<file path="config.mk">
export PLATFORM = sky130hd
export DESIGN_NAME = cook_thermostat_relay_controller_unit
export DESIGN_NICKNAME = d
export VERILOG_FILES = /design/src/rtl/ctrc_pkg.sv /design/src/rtl/cook_thermostat_relay_controller_unit.sv /design/src/rtl/ctrc_step.sv
export SDC_FILE = /design/constraint.sdc
export NUM_CORES = 1
export LEC_CHECK = 0
export ABC_AREA = 1
export BUFFER_PORTS_ARGS = -buffer_cell sky130_fd_sc_hd__buf_2
export CAP_MARGIN = 20
export CORE_MARGIN = 1
export CORE_UTILIZATION = 36
export DETAILED_ROUTE_END_ITERATION = 8
export GPL_TIMING_DRIVEN = 1
export PLACE_DENSITY_LB_ADDON = 0.2
export RECOVER_POWER = 25
export SLEW_MARGIN = 25
export SYNTH_ARGS = -nofsm -noshare
export SYNTH_HDL_FRONTEND = slang
export SYNTH_SLANG_ARGS = --single-unit
export TNS_END_PERCENT = 10
</file>
<file path="constraint.sdc">
create_clock -name clk -period 5.5 [get_ports clk]
set_input_delay 1.375 -clock clk [delete_from_list [all_inputs] [get_ports clk]]
set_output_delay 1.375 -clock clk [all_outputs]
set_load 0.01 [all_outputs]
</file>
<file path="src/rtl/ctrc_pkg.sv">
// ----------------------------------------------------------------------------
// ctrc_pkg: shared types and constants of the cook thermostat relay controller
// Holds the mode encoding, the command codes, the state and result records
// and the fan phase delay function.
// ----------------------------------------------------------------------------
package ctrc_pkg;

	localparam int TEMP_W     = 14;
	localparam int TIME_W     = 16;
	localparam int DELAY_W    = 14;
	localparam int TARGET_W   = 12;
	localparam int PCT_W      = 7;
	localparam int CNT_W      = 5;
	localparam int DIFF_W     = 16;
	localparam int CFG_DATA_W = 12;
	localparam int CFG_IDX_W  = 1;

	localparam logic [CFG_IDX_W-1:0] CFG_TARGET = 1'd0;
	localparam logic [CFG_IDX_W-1:0] CFG_FAN    = 1'd1;

	localparam logic [TARGET_W-1:0] TARGET_RESET = 12'd1800;
	localparam logic [PCT_W-1:0]    FAN_RESET    = 7'd60;

	localparam logic signed [TEMP_W-1:0] TEMP_HIGH = 14'sd3000;
	localparam logic signed [TEMP_W-1:0] TEMP_LOW  = -14'sd200;
	localparam logic signed [DIFF_W-1:0] BAND_FULL = 16'sd300;
	localparam logic signed [DIFF_W-1:0] BAND_OFF  = 16'sd100;

	localparam logic [CNT_W-1:0] HOLD_LONG      = 5'd20;
	localparam logic [CNT_W-1:0] HOLD_SHORT     = 5'd10;
	localparam logic [CNT_W-1:0] COOLDOWN_TICKS = 5'd30;

	localparam logic [TIME_W-1:0] TIME_RESET = 16'd900;

	localparam int DELAY_BASE       = 1000;
	localparam int DELAY_STEP       = 80;
	localparam int PCT_MAX          = 100;
	localparam int COOL_FAN_PERCENT = 60;

	localparam logic [DELAY_W-1:0] DELAY_RESET = DELAY_W'(DELAY_BASE);
	localparam logic [DELAY_W-1:0] COOL_DELAY  =
		DELAY_W'(DELAY_BASE + (PCT_MAX - COOL_FAN_PERCENT) * DELAY_STEP);

	typedef enum logic [1:0] {
		OP_TICK  = 2'd0,
		OP_START = 2'd1,
		OP_STOP  = 2'd2,
		OP_NONE  = 2'd3
	} op_t;

	typedef enum logic [3:0] {
		MODE_STOPPED = 4'b0001,
		MODE_RUNNING = 4'b0010,
		MODE_COOLING = 4'b0100,
		MODE_ERROR   = 4'b1000
	} mode_t;

	localparam logic [1:0] CODE_STOPPED = 2'd0;
	localparam logic [1:0] CODE_RUNNING = 2'd1;
	localparam logic [1:0] CODE_COOLING = 2'd2;
	localparam logic [1:0] CODE_ERROR   = 2'd3;

	typedef struct packed {
		mode_t               mode;
		logic [TIME_W-1:0]   time_left;
		logic [CNT_W-1:0]    cooldown_left;
		logic [CNT_W-1:0]    relay_hold;
		logic                relay_target;
		logic                heater_drive;
		logic                fan_drive;
		logic [DELAY_W-1:0]  fan_delay;
	} state_t;

	typedef struct packed {
		logic [TARGET_W-1:0] target_temp_tenths;
		logic [PCT_W-1:0]    fan_percent;
	} cfg_t;

	typedef struct packed {
		logic                heater_on;
		logic                fan_on;
		logic [DELAY_W-1:0]  fan_delay_us;
		logic [1:0]          mode_code;
		logic [TIME_W-1:0]   seconds_left;
		logic                finished;
	} res_t;

	function automatic logic [1:0] mode_to_code(mode_t m);
		logic [1:0] c;
		unique case (m)
			MODE_RUNNING: c = CODE_RUNNING;
			MODE_COOLING: c = CODE_COOLING;
			MODE_ERROR:   c = CODE_ERROR;
			default:      c = CODE_STOPPED;
		endcase
		return c;
	endfunction

	function automatic logic [DELAY_W-1:0] delay_for(logic [PCT_W-1:0] pct);
		logic [PCT_W-1:0] p;
		p = (pct > PCT_W'(PCT_MAX)) ? PCT_W'(PCT_MAX) : pct;
		return DELAY_W'(DELAY_BASE) +
			DELAY_W'(PCT_W'(PCT_MAX) - p) * DELAY_W'(DELAY_STEP);
	endfunction

endpackage

</file>
<file path="src/rtl/cook_thermostat_relay_controller_unit.sv">
// ----------------------------------------------------------------------------
// cook_thermostat_relay_controller_unit: cook timer, thermostat and fan drive
// The input register holds an accepted beat; the next-state logic turns it into a
// result beat in the result register, which presents it to the status side.
// Throughput: one beat per cycle while the status side does not stall; the state
// update logic lies between the input register and the result register.
// Reset clears the mode to stopped, loads 900 s of cook time, turns heater
// and fan off and restores both configuration registers to their defaults.
// ----------------------------------------------------------------------------
module cook_thermostat_relay_controller_unit import ctrc_pkg::*; (
	input  logic                      clk,
	input  logic                      arst_n,
	input  logic                      cfg_we,
	input  logic [CFG_IDX_W-1:0]      cfg_index,
	input  logic [CFG_DATA_W-1:0]     cfg_data,
	input  logic                      in_valid,
	output logic                      in_stall,
	input  logic [1:0]                operation,
	input  logic signed [TEMP_W-1:0]  temp_sample,
	input  logic [TIME_W-1:0]         cook_seconds,
	output logic                      out_valid,
	input  logic                      out_stall,
	output logic                      heater_on,
	output logic                      fan_on,
	output logic [DELAY_W-1:0]        fan_delay_us,
	output logic [1:0]                mode_code,
	output logic [TIME_W-1:0]         seconds_left,
	output logic                      finished
);

	logic                      valid_s1;
	op_t                       op_s1;
	logic signed [TEMP_W-1:0]  sample_s1;
	logic [TIME_W-1:0]         cook_s1;
	logic                      out_valid_q;
	res_t                      res_q;
	state_t                    state_q;
	state_t                    state_nxt;
	res_t                      res_nxt;
	cfg_t                      cfg_q;
	logic                      advance;

	assign advance  = valid_s1 && (!out_valid_q || !out_stall);
	assign in_stall = valid_s1 && !advance;

	always_ff @(posedge clk or negedge arst_n) begin
		if (!arst_n) begin
			cfg_q.target_temp_tenths <= TARGET_RESET;
			cfg_q.fan_percent        <= FAN_RESET;
		end else if (cfg_we) begin
			unique case (cfg_index)
				CFG_TARGET: cfg_q.target_temp_tenths <= cfg_data[TARGET_W-1:0];
				CFG_FAN:    cfg_q.fan_percent        <= cfg_data[PCT_W-1:0];
				default: begin
				end
			endcase
		end
	end

	always_ff @(posedge clk or negedge arst_n) begin
		if (!arst_n) begin
			valid_s1 <= 1'b0;
		end else if (!in_stall) begin
			valid_s1 <= in_valid;
		end
	end

	always_ff @(posedge clk) begin
		if (!in_stall) begin
			op_s1     <= op_t'(operation);
			sample_s1 <= temp_sample;
			cook_s1   <= cook_seconds;
		end
	end

	ctrc_step u_step (
		.cur    (state_q),
		.cfg    (cfg_q),
		.op     (op_s1),
		.sample (sample_s1),
		.cook   (cook_s1),
		.nxt    (state_nxt),
		.res    (res_nxt)
	);

	always_ff @(posedge clk or negedge arst_n) begin
		if (!arst_n) begin
			state_q.mode          <= MODE_STOPPED;
			state_q.time_left     <= TIME_RESET;
			state_q.cooldown_left <= '0;
			state_q.relay_hold    <= '0;
			state_q.relay_target  <= 1'b0;
			state_q.heater_drive  <= 1'b0;
			state_q.fan_drive     <= 1'b0;
			state_q.fan_delay     <= DELAY_RESET;
		end else if (advance) begin
			state_q <= state_nxt;
		end
	end

	always_ff @(posedge clk or negedge arst_n) begin
		if (!arst_n) begin
			out_valid_q <= 1'b0;
		end else if (advance) begin
			out_valid_q <= 1'b1;
		end else if (!out_stall) begin
			out_valid_q <= 1'b0;
		end
	end

	always_ff @(posedge clk) begin
		if (advance)
			res_q <= res_nxt;
	end

	assign out_valid    = out_valid_q;
	assign heater_on    = res_q.heater_on;
	assign fan_on       = res_q.fan_on;
	assign fan_delay_us = res_q.fan_delay_us;
	assign mode_code    = res_q.mode_code;
	assign seconds_left = res_q.seconds_left;
	assign finished     = res_q.finished;

	// A finished beat always reports the cool-down with no time left.
	a_finish_cooling: assert property (@(posedge clk) disable iff (!arst_n)
		out_valid_q && res_q.finished |->
			res_q.mode_code == CODE_COOLING && res_q.seconds_left == '0)
		else $error("finished beat outside cool-down");

	// The cool-down always runs the fan.
	a_cooling_fan: assert property (@(posedge clk) disable iff (!arst_n)
		out_valid_q && res_q.mode_code == CODE_COOLING |-> res_q.fan_on)
		else $error("fan off during cool-down");

	// The input side stalls only behind a held beat that cannot move on.
	a_stall_cause: assert property (@(posedge clk) disable iff (!arst_n)
		in_stall |-> valid_s1 && out_valid_q && out_stall)
		else $error("input stalled without a blocked beat");

endmodule

</file>
<file path="src/rtl/ctrc_step.sv">
// ----------------------------------------------------------------------------
// ctrc_step: next-state logic of the cook thermostat relay controller
// Applies one command beat to the current state and forms the result beat.
// ----------------------------------------------------------------------------
module ctrc_step import ctrc_pkg::*; (
	input  state_t                    cur,
	input  cfg_t                      cfg,
	input  op_t                       op,
	input  logic signed [TEMP_W-1:0]  sample,
	input  logic [TIME_W-1:0]         cook,
	output state_t                    nxt,
	output res_t                      res
);

	logic                      bad;
	logic                      done;
	logic signed [DIFF_W-1:0]  diff;
	logic [TIME_W-1:0]         tl_dec;
	logic [DELAY_W-1:0]        run_delay;

	assign bad       = (sample >= TEMP_HIGH) || (sample <= TEMP_LOW);
	assign diff      = $signed({{(DIFF_W-TARGET_W){1'b0}}, cfg.target_temp_tenths})
		- DIFF_W'(sample);
	assign tl_dec    = (cur.time_left != '0) ? cur.time_left - TIME_W'(1) : cur.time_left;
	assign run_delay = delay_for(cfg.fan_percent);

	always_comb begin
		nxt  = cur;
		done = 1'b0;
		case (op)
			OP_TICK: begin
				if (bad)
					nxt.mode = MODE_ERROR;
				unique case (nxt.mode)
					MODE_RUNNING: begin
						nxt.time_left = tl_dec;
						if (tl_dec == '0) begin
							nxt.mode          = MODE_COOLING;
							nxt.cooldown_left = COOLDOWN_TICKS;
							done              = 1'b1;
						end
						if (cur.relay_hold != '0) begin
							nxt.relay_hold = cur.relay_hold - CNT_W'(1);
						end else if (diff > BAND_FULL) begin
							if (!cur.relay_target) begin
								nxt.relay_target = 1'b1;
								nxt.relay_hold   = HOLD_LONG;
							end
						end else if (diff <= BAND_OFF) begin
							if (cur.relay_target) begin
								nxt.relay_target = 1'b0;
								nxt.relay_hold   = HOLD_SHORT;
							end
						end else begin
							if (!cur.relay_target) begin
								nxt.relay_target = 1'b1;
								nxt.relay_hold   = HOLD_SHORT;
							end
						end
						nxt.heater_drive = nxt.relay_target;
						nxt.fan_drive    = 1'b1;
						nxt.fan_delay    = run_delay;
					end
					MODE_COOLING: begin
						if (cur.cooldown_left != '0)
							nxt.cooldown_left = cur.cooldown_left - CNT_W'(1);
						else
							nxt.mode = MODE_STOPPED;
						nxt.heater_drive = 1'b0;
						nxt.fan_drive    = 1'b1;
						nxt.fan_delay    = COOL_DELAY;
					end
					default: begin
						nxt.heater_drive = 1'b0;
						nxt.fan_drive    = 1'b0;
					end
				endcase
			end
			OP_START: begin
				nxt.time_left = cook;
				nxt.mode      = MODE_RUNNING;
			end
			OP_STOP: begin
				nxt.mode = MODE_STOPPED;
			end
			default: begin
			end
		endcase
	end

	assign res.heater_on    = nxt.heater_drive;
	assign res.fan_on       = nxt.fan_drive;
	assign res.fan_delay_us = nxt.fan_delay;
	assign res.mode_code    = mode_to_code(nxt.mode);
	assign res.seconds_left = nxt.time_left;
	assign res.finished     = done;

endmodule

</file>
==> Word level (Yosys, flattened, before mapping) <==
Index checks and enable logic that the tools add are counted.
{ "op_classes": {"addsub": 6, "mul": 1, "order_cmp": 5, "n_eq_ne": 13, "n_mux": 27, "bitwise": 1, "n_reduce_logical": 19} }
{ "ops": {"columns": ["operator", "count"], "rows": [
  ["16-bit two-way mux", 3],
  ["16-bit one-hot mux with 2 select lines", 1],
  ["6-bit two-way mux", 5],
  ["14-bit one-hot mux with 2 select lines", 1],
  ["16-bit by 10-bit greater-than comparator with 1-bit output, second input constant", 1],
  ["16-bit by 8-bit <= comparator with 1-bit output, second input constant", 1],
  ["16-bit logical NOT", 1],
  ["4-bit two-way mux", 4],
  ["16-bit nonzero test", 1],
  ["16-bit by 1-bit subtractor with 16-bit output, second input constant", 1],
  ["5-bit two-way mux", 3],
  ["13-bit by 14-bit subtractor with 15-bit output", 1],
  ["10-bit by 14-bit adder with 14-bit output, first input constant", 1],
  ["14-bit by 13-bit greater-or-equal comparator with 1-bit output, second input constant", 1],
  ["14-bit by 9-bit <= comparator with 1-bit output, second input constant", 1],
  ["14-bit by 3-bit multiplier with 10-bit output, second input constant", 1],
  ["4-bit one-hot mux with 3 select lines", 1],
  ["5-bit one-hot mux with 2 select lines", 1],
  ["5-bit nonzero test", 2],
  ["5-bit by 1-bit subtractor with 5-bit output, second input constant", 2],
  ["4-bit by 2-bit equality test with 1-bit output, second input constant", 2],
  ["4-bit by 3-bit equality test with 1-bit output, second input constant", 2],
  ["4-bit one-hot mux with 2 select lines", 1],
  ["7-bit by 7-bit subtractor with 8-bit output, first input constant", 1],
  ["other kinds (22)", 33]
]} }
{ "totals": {"regBits": 135, "in_bits": 50, "out_inout_bits": 37} }

==> Longest topological paths before layout <==
{ "depth": {"ltp_word": 9, "mapped_depth": 22, "mapped_depth_nobuf": 22} }

==> Modules after synthesis <==
A second synthesis with hierarchy kept.
{ "hier_totals": {"hier_cells": 1036, "area_unflattened_um2": 8260.4} }
{ "modules_own_cells": {"columns": ["mod", "instances", "cells_per_inst", "area_each_um2"], "rows": [
  ["cook_thermostat_relay_controller_unit", 1, 366, 4732.0],
  ["ctrc_step", 1, 670, 3528.4]
]} }

==> Worst setup path after synthesis <==
No wires, ideal clock.
{ "synth_timing": {"path_type": "register to register", "from": "reg cfg_q[2] (netlist bit)", "to": "reg res_q, in the netlist fan_delay_us[12], data pin", "setup_ps": 259, "arrival_time_ps": 3292, "setup_slack_ps": 1950, "stages_incl_launch_ff": 21, "synth_period_minus_slack_ps": 3550, "cell_sequence": "dfstp_2 -> o21ai_0 -> inv_1 -> nor2_1 -> nor2_1 -> inv_1 -> nand2_1 -> ha_1 -> o21bai_1 -> o21ai_0 -> xnor2_1 -> ha_1 -> fa_1 -> xnor2_1 -> nand2_1 -> o21ai_0 -> nor2_1 -> xnor2_1 -> nand2_1 -> nor2_1 -> a21oi_1"} }
{ "synth_lines": {"columns": ["element", "line", "rtl"], "rows": [
  ["start: declaration", "cook_thermostat_relay_controller_unit.sv:40", "cfg_t cfg_q;"],
  ["end signal: assignment", "cook_thermostat_relay_controller_unit.sv:113", "res_q <= res_nxt;"],
  ["end: declaration", "cook_thermostat_relay_controller_unit.sv:36", "res_t res_q;"]
]} }

==> impl_results.md <==
- Inst Count DP: 1,332
- Pre-CTS setup slack: 1600 ps
- Core Box Area: 21,800 sq um
- Top_reg_cell synth: edfxtp_1
- Vias in the first global route: 6,170
- Distinct cells, synth: 52
- Initial core utilization: 36.7%
- Post-synth top area share: 25.2%
- LEAKAGE: 4.48 nW
- Pwr Density: 404 nW/um^2
- Commonest cells post-synth: nand2_1 (278), inv_1 (143), nor2_1 (80)
- Final Net Count: 1,152
- Clock buffer count from CTS: 17
- Post-synth ARST share: 50.4%
- Crit. End Element: flip-flop
- Worst path max stage delay: 560 ps
- Most used cell, CP: nor2_1
- Final Worst Setup Slack: 1610 ps
- Cell area after layout: 9270 sq um
- Post-Syn Area per Cell: 8.16 sq um
- WP buf/inv: 2
- Synth top area cells: edfxtp_1 (25%), dfrtp_1 (15%), nand2_1 (13%)
- Min Tclk post-route: 3890 ps
- First-iteration detailed-routing DRC count: 357
- Worst R2R Setup Slack: 1610 ps
- Fin. Hold Viols: 0
- Largest net degree at the start of global routing: 69
- Layout area overhead: 16.1%
- Clock root cell: clkbuf_16
- Row count: 54
- Grt total ovfl: 0
- CTS tree: yes
- Initial antenna violation count: 0
- DRT antenna net count: 0
- Final wirelength: 18.4 mm
- Clock slew at reported path FFs: 60 ps
- DP HPWL: 13.2 mm
- Dpl cell area: 8720 sq um
- Clock Latency Late Sink: 430 ps
- Layout cell share with drive strength beyond 1: 17.2%
- Period utilisation layout: 70.7%
- Worst slew pin tran: 953 ps
- Critical Path RT: 5670 ps
- Post-CTS Hold Buffers: 0
- Gp weighted congestion: 0.831
- Die width: 151 um
- Die height: 151 um
- # resized after CTS: 0
- HP Class: flip-flop to flip-flop
- Kind of cell adding the most delay to the critical path: adder cells
- H-tree levels: 4
- Port buffer count: 86
- Yosys warns: 0
- # setup viols final: 0
- Setup TNS: 0 ps
- N_diodes: 0
- Via-per-instance ratio: 4.74
- Die area: 22,800 sq um
- Peak Freq: 257 MHz
- First-pass GRT wire length: 30.7 mm
- Max IR drop VDD: 0.207 mV
- Unrepaired setup endpoints after global routing: no
- DRC violations left: 0
- Max-cap violations: 0
- Worst Skew: 15.3 ps
- Headroom to the max-slew limit: 36.4%
- Count leader, synth: nand2_1
- Worst-path cell with the longest stage delay: dfstp_2
- Yosys top cell by area: edfxtp_1
- Final Util: 42.6%
- Tot Pwr: 3.74 mW
- Ports: 87
- Setup bufs post-CTS: 0
- Status: finished, final reports clean
- Crit path max fanout: 5
- Crit-path cells: o21ai_0 > inv_1 > nor2_1 > nor2_1 > inv_1 > nand2_1 > ha_1 > o21bai_1 > o21ai_0 > xnor2_1 > ha_1 > fa_1 > xnor2_1 > nand2_1 > o21ai_0 > nor2_1 > xnor2_1 > nand2_1 > nor2_1 > a21oi_1
- Worst Path Arrival: 4050 ps
- Max-slew violation count: 0
- Cells after Synth: 978
- Post-synth EDFFs: 67
- Avg WL per Cell: 13.5 um
- Global Route Usage Sum: 17.5%
- Sequential share of the synthesized area: 46.8%
- Kind of critical path: flip-flop to flip-flop
- DR pass1 iterations: 7
- Fillers: 2,268
- WHS: 465 ps
- Final Non-Filler Cells: 1,364
- Yosys reg bits: 135
- Clk sink count: 135
- Vias: 6,472
- Clock buffer depth: 2
- CP Launch Type: flip-flop
- Post-Syn Area: 7980 sq um
[cell usage in the layout, fill, tap and decap left out, types with 19 or more instances in the layout]
cell type and count:
nor2_1 79, o21ai_0 62, buf_2 85, dfrtp_1 49, a21oi_1 31, nand2_1 278
nand3_1 47, inv_1 143, ha_1 30, edfxtp_1 67, dfstp_2 19
[per-layer routing]
metal  wire [um]  up-vias  track usage [%]
li1            -     3369                -
met1        9330     2943             24.8
met2        8080      145             27.2
met3         752       15             2.92
met4         217        0             5.05
met5           0        -                0
[layout make-up]
| class | count | area, sq um | area share, % |
|---|---|---|---|
| flip-flops and latches | 135 | 3740 | 40.3 |
| multi-input cells | 674 | 3590 | 38.7 |
| inverters | 152 | 576 | 6.21 |
| repair buffers | 91 | 467 | 5.03 |
| clock buffers | 18 | 429 | 4.63 |
| well taps | 280 | 350 | 3.78 |
| clock inverters | 14 | 126 | 1.36 |
[worst paths after layout]
check	from	endpoint	cells past startpoint
worst max register to register	cfg_q[2]$_DFFE_PN1P_	fan_delay_us[12]$_DFFE_PP_	20
worst max-delay path	cfg_q[2]$_DFFE_PN1P_	fan_delay_us[12]$_DFFE_PP_	20
worst min-delay path	state_q[3]$_DFFE_PN1P_	state_q[3]$_DFFE_PN1P_	2
max in group asynchronous	arst_n	cfg_q[14]$_DFFE_PN0P_	2
min in group asynchronous	arst_n	cfg_q[6]$_DFFE_PN0P_	1
worst min register to register	state_q[3]$_DFFE_PN1P_	state_q[3]$_DFFE_PN1P_	2
[cells by family (layout without fill, tap and decap cells)]
group	Yosys count	after routing	share of synthesized area, %
compound gates	142	142	10.2
xor+xnor	25	25	2.74
fa+ha+maj	31	31	4.95
buf+inv	170	275	8.40
flops	135	135	46.8
mux	6	6	0.831
other cells	1	2	0.0470
simple gates	468	468	26.1
[tightest hold or removal path: stages, from the launching register on]
cell and delay, ps:
dfstp_2 360, inv_1 60, nand2_1 50
[state kept, by name, summed over array words and instances, names as in the netlist]
register	count
cook_s1	16
sample_s1	14
valid_s1	1
fan_delay_us	14
state_q	47
mode_code	2
cfg_q	19
heater_on	1
fan_on	1
op_s1	2
out_valid	1
finished	1
seconds_left	16
[power breakdown]
| part | leakage, nW | total [mW] | switching (mW) | internal, mW |
|---|---|---|---|---|
| registers | 1.45 | 1.40 | 0.116 | 1.29 |
| logic | 2.77 | 1.25 | 0.788 | 0.463 |
| clock network | 0.256 | 1.09 | 0.464 | 0.625 |
| total | 4.48 | 3.74 | 1.37 | 2.37 |
No activity file was read; power rests on OpenSTA's default activity.
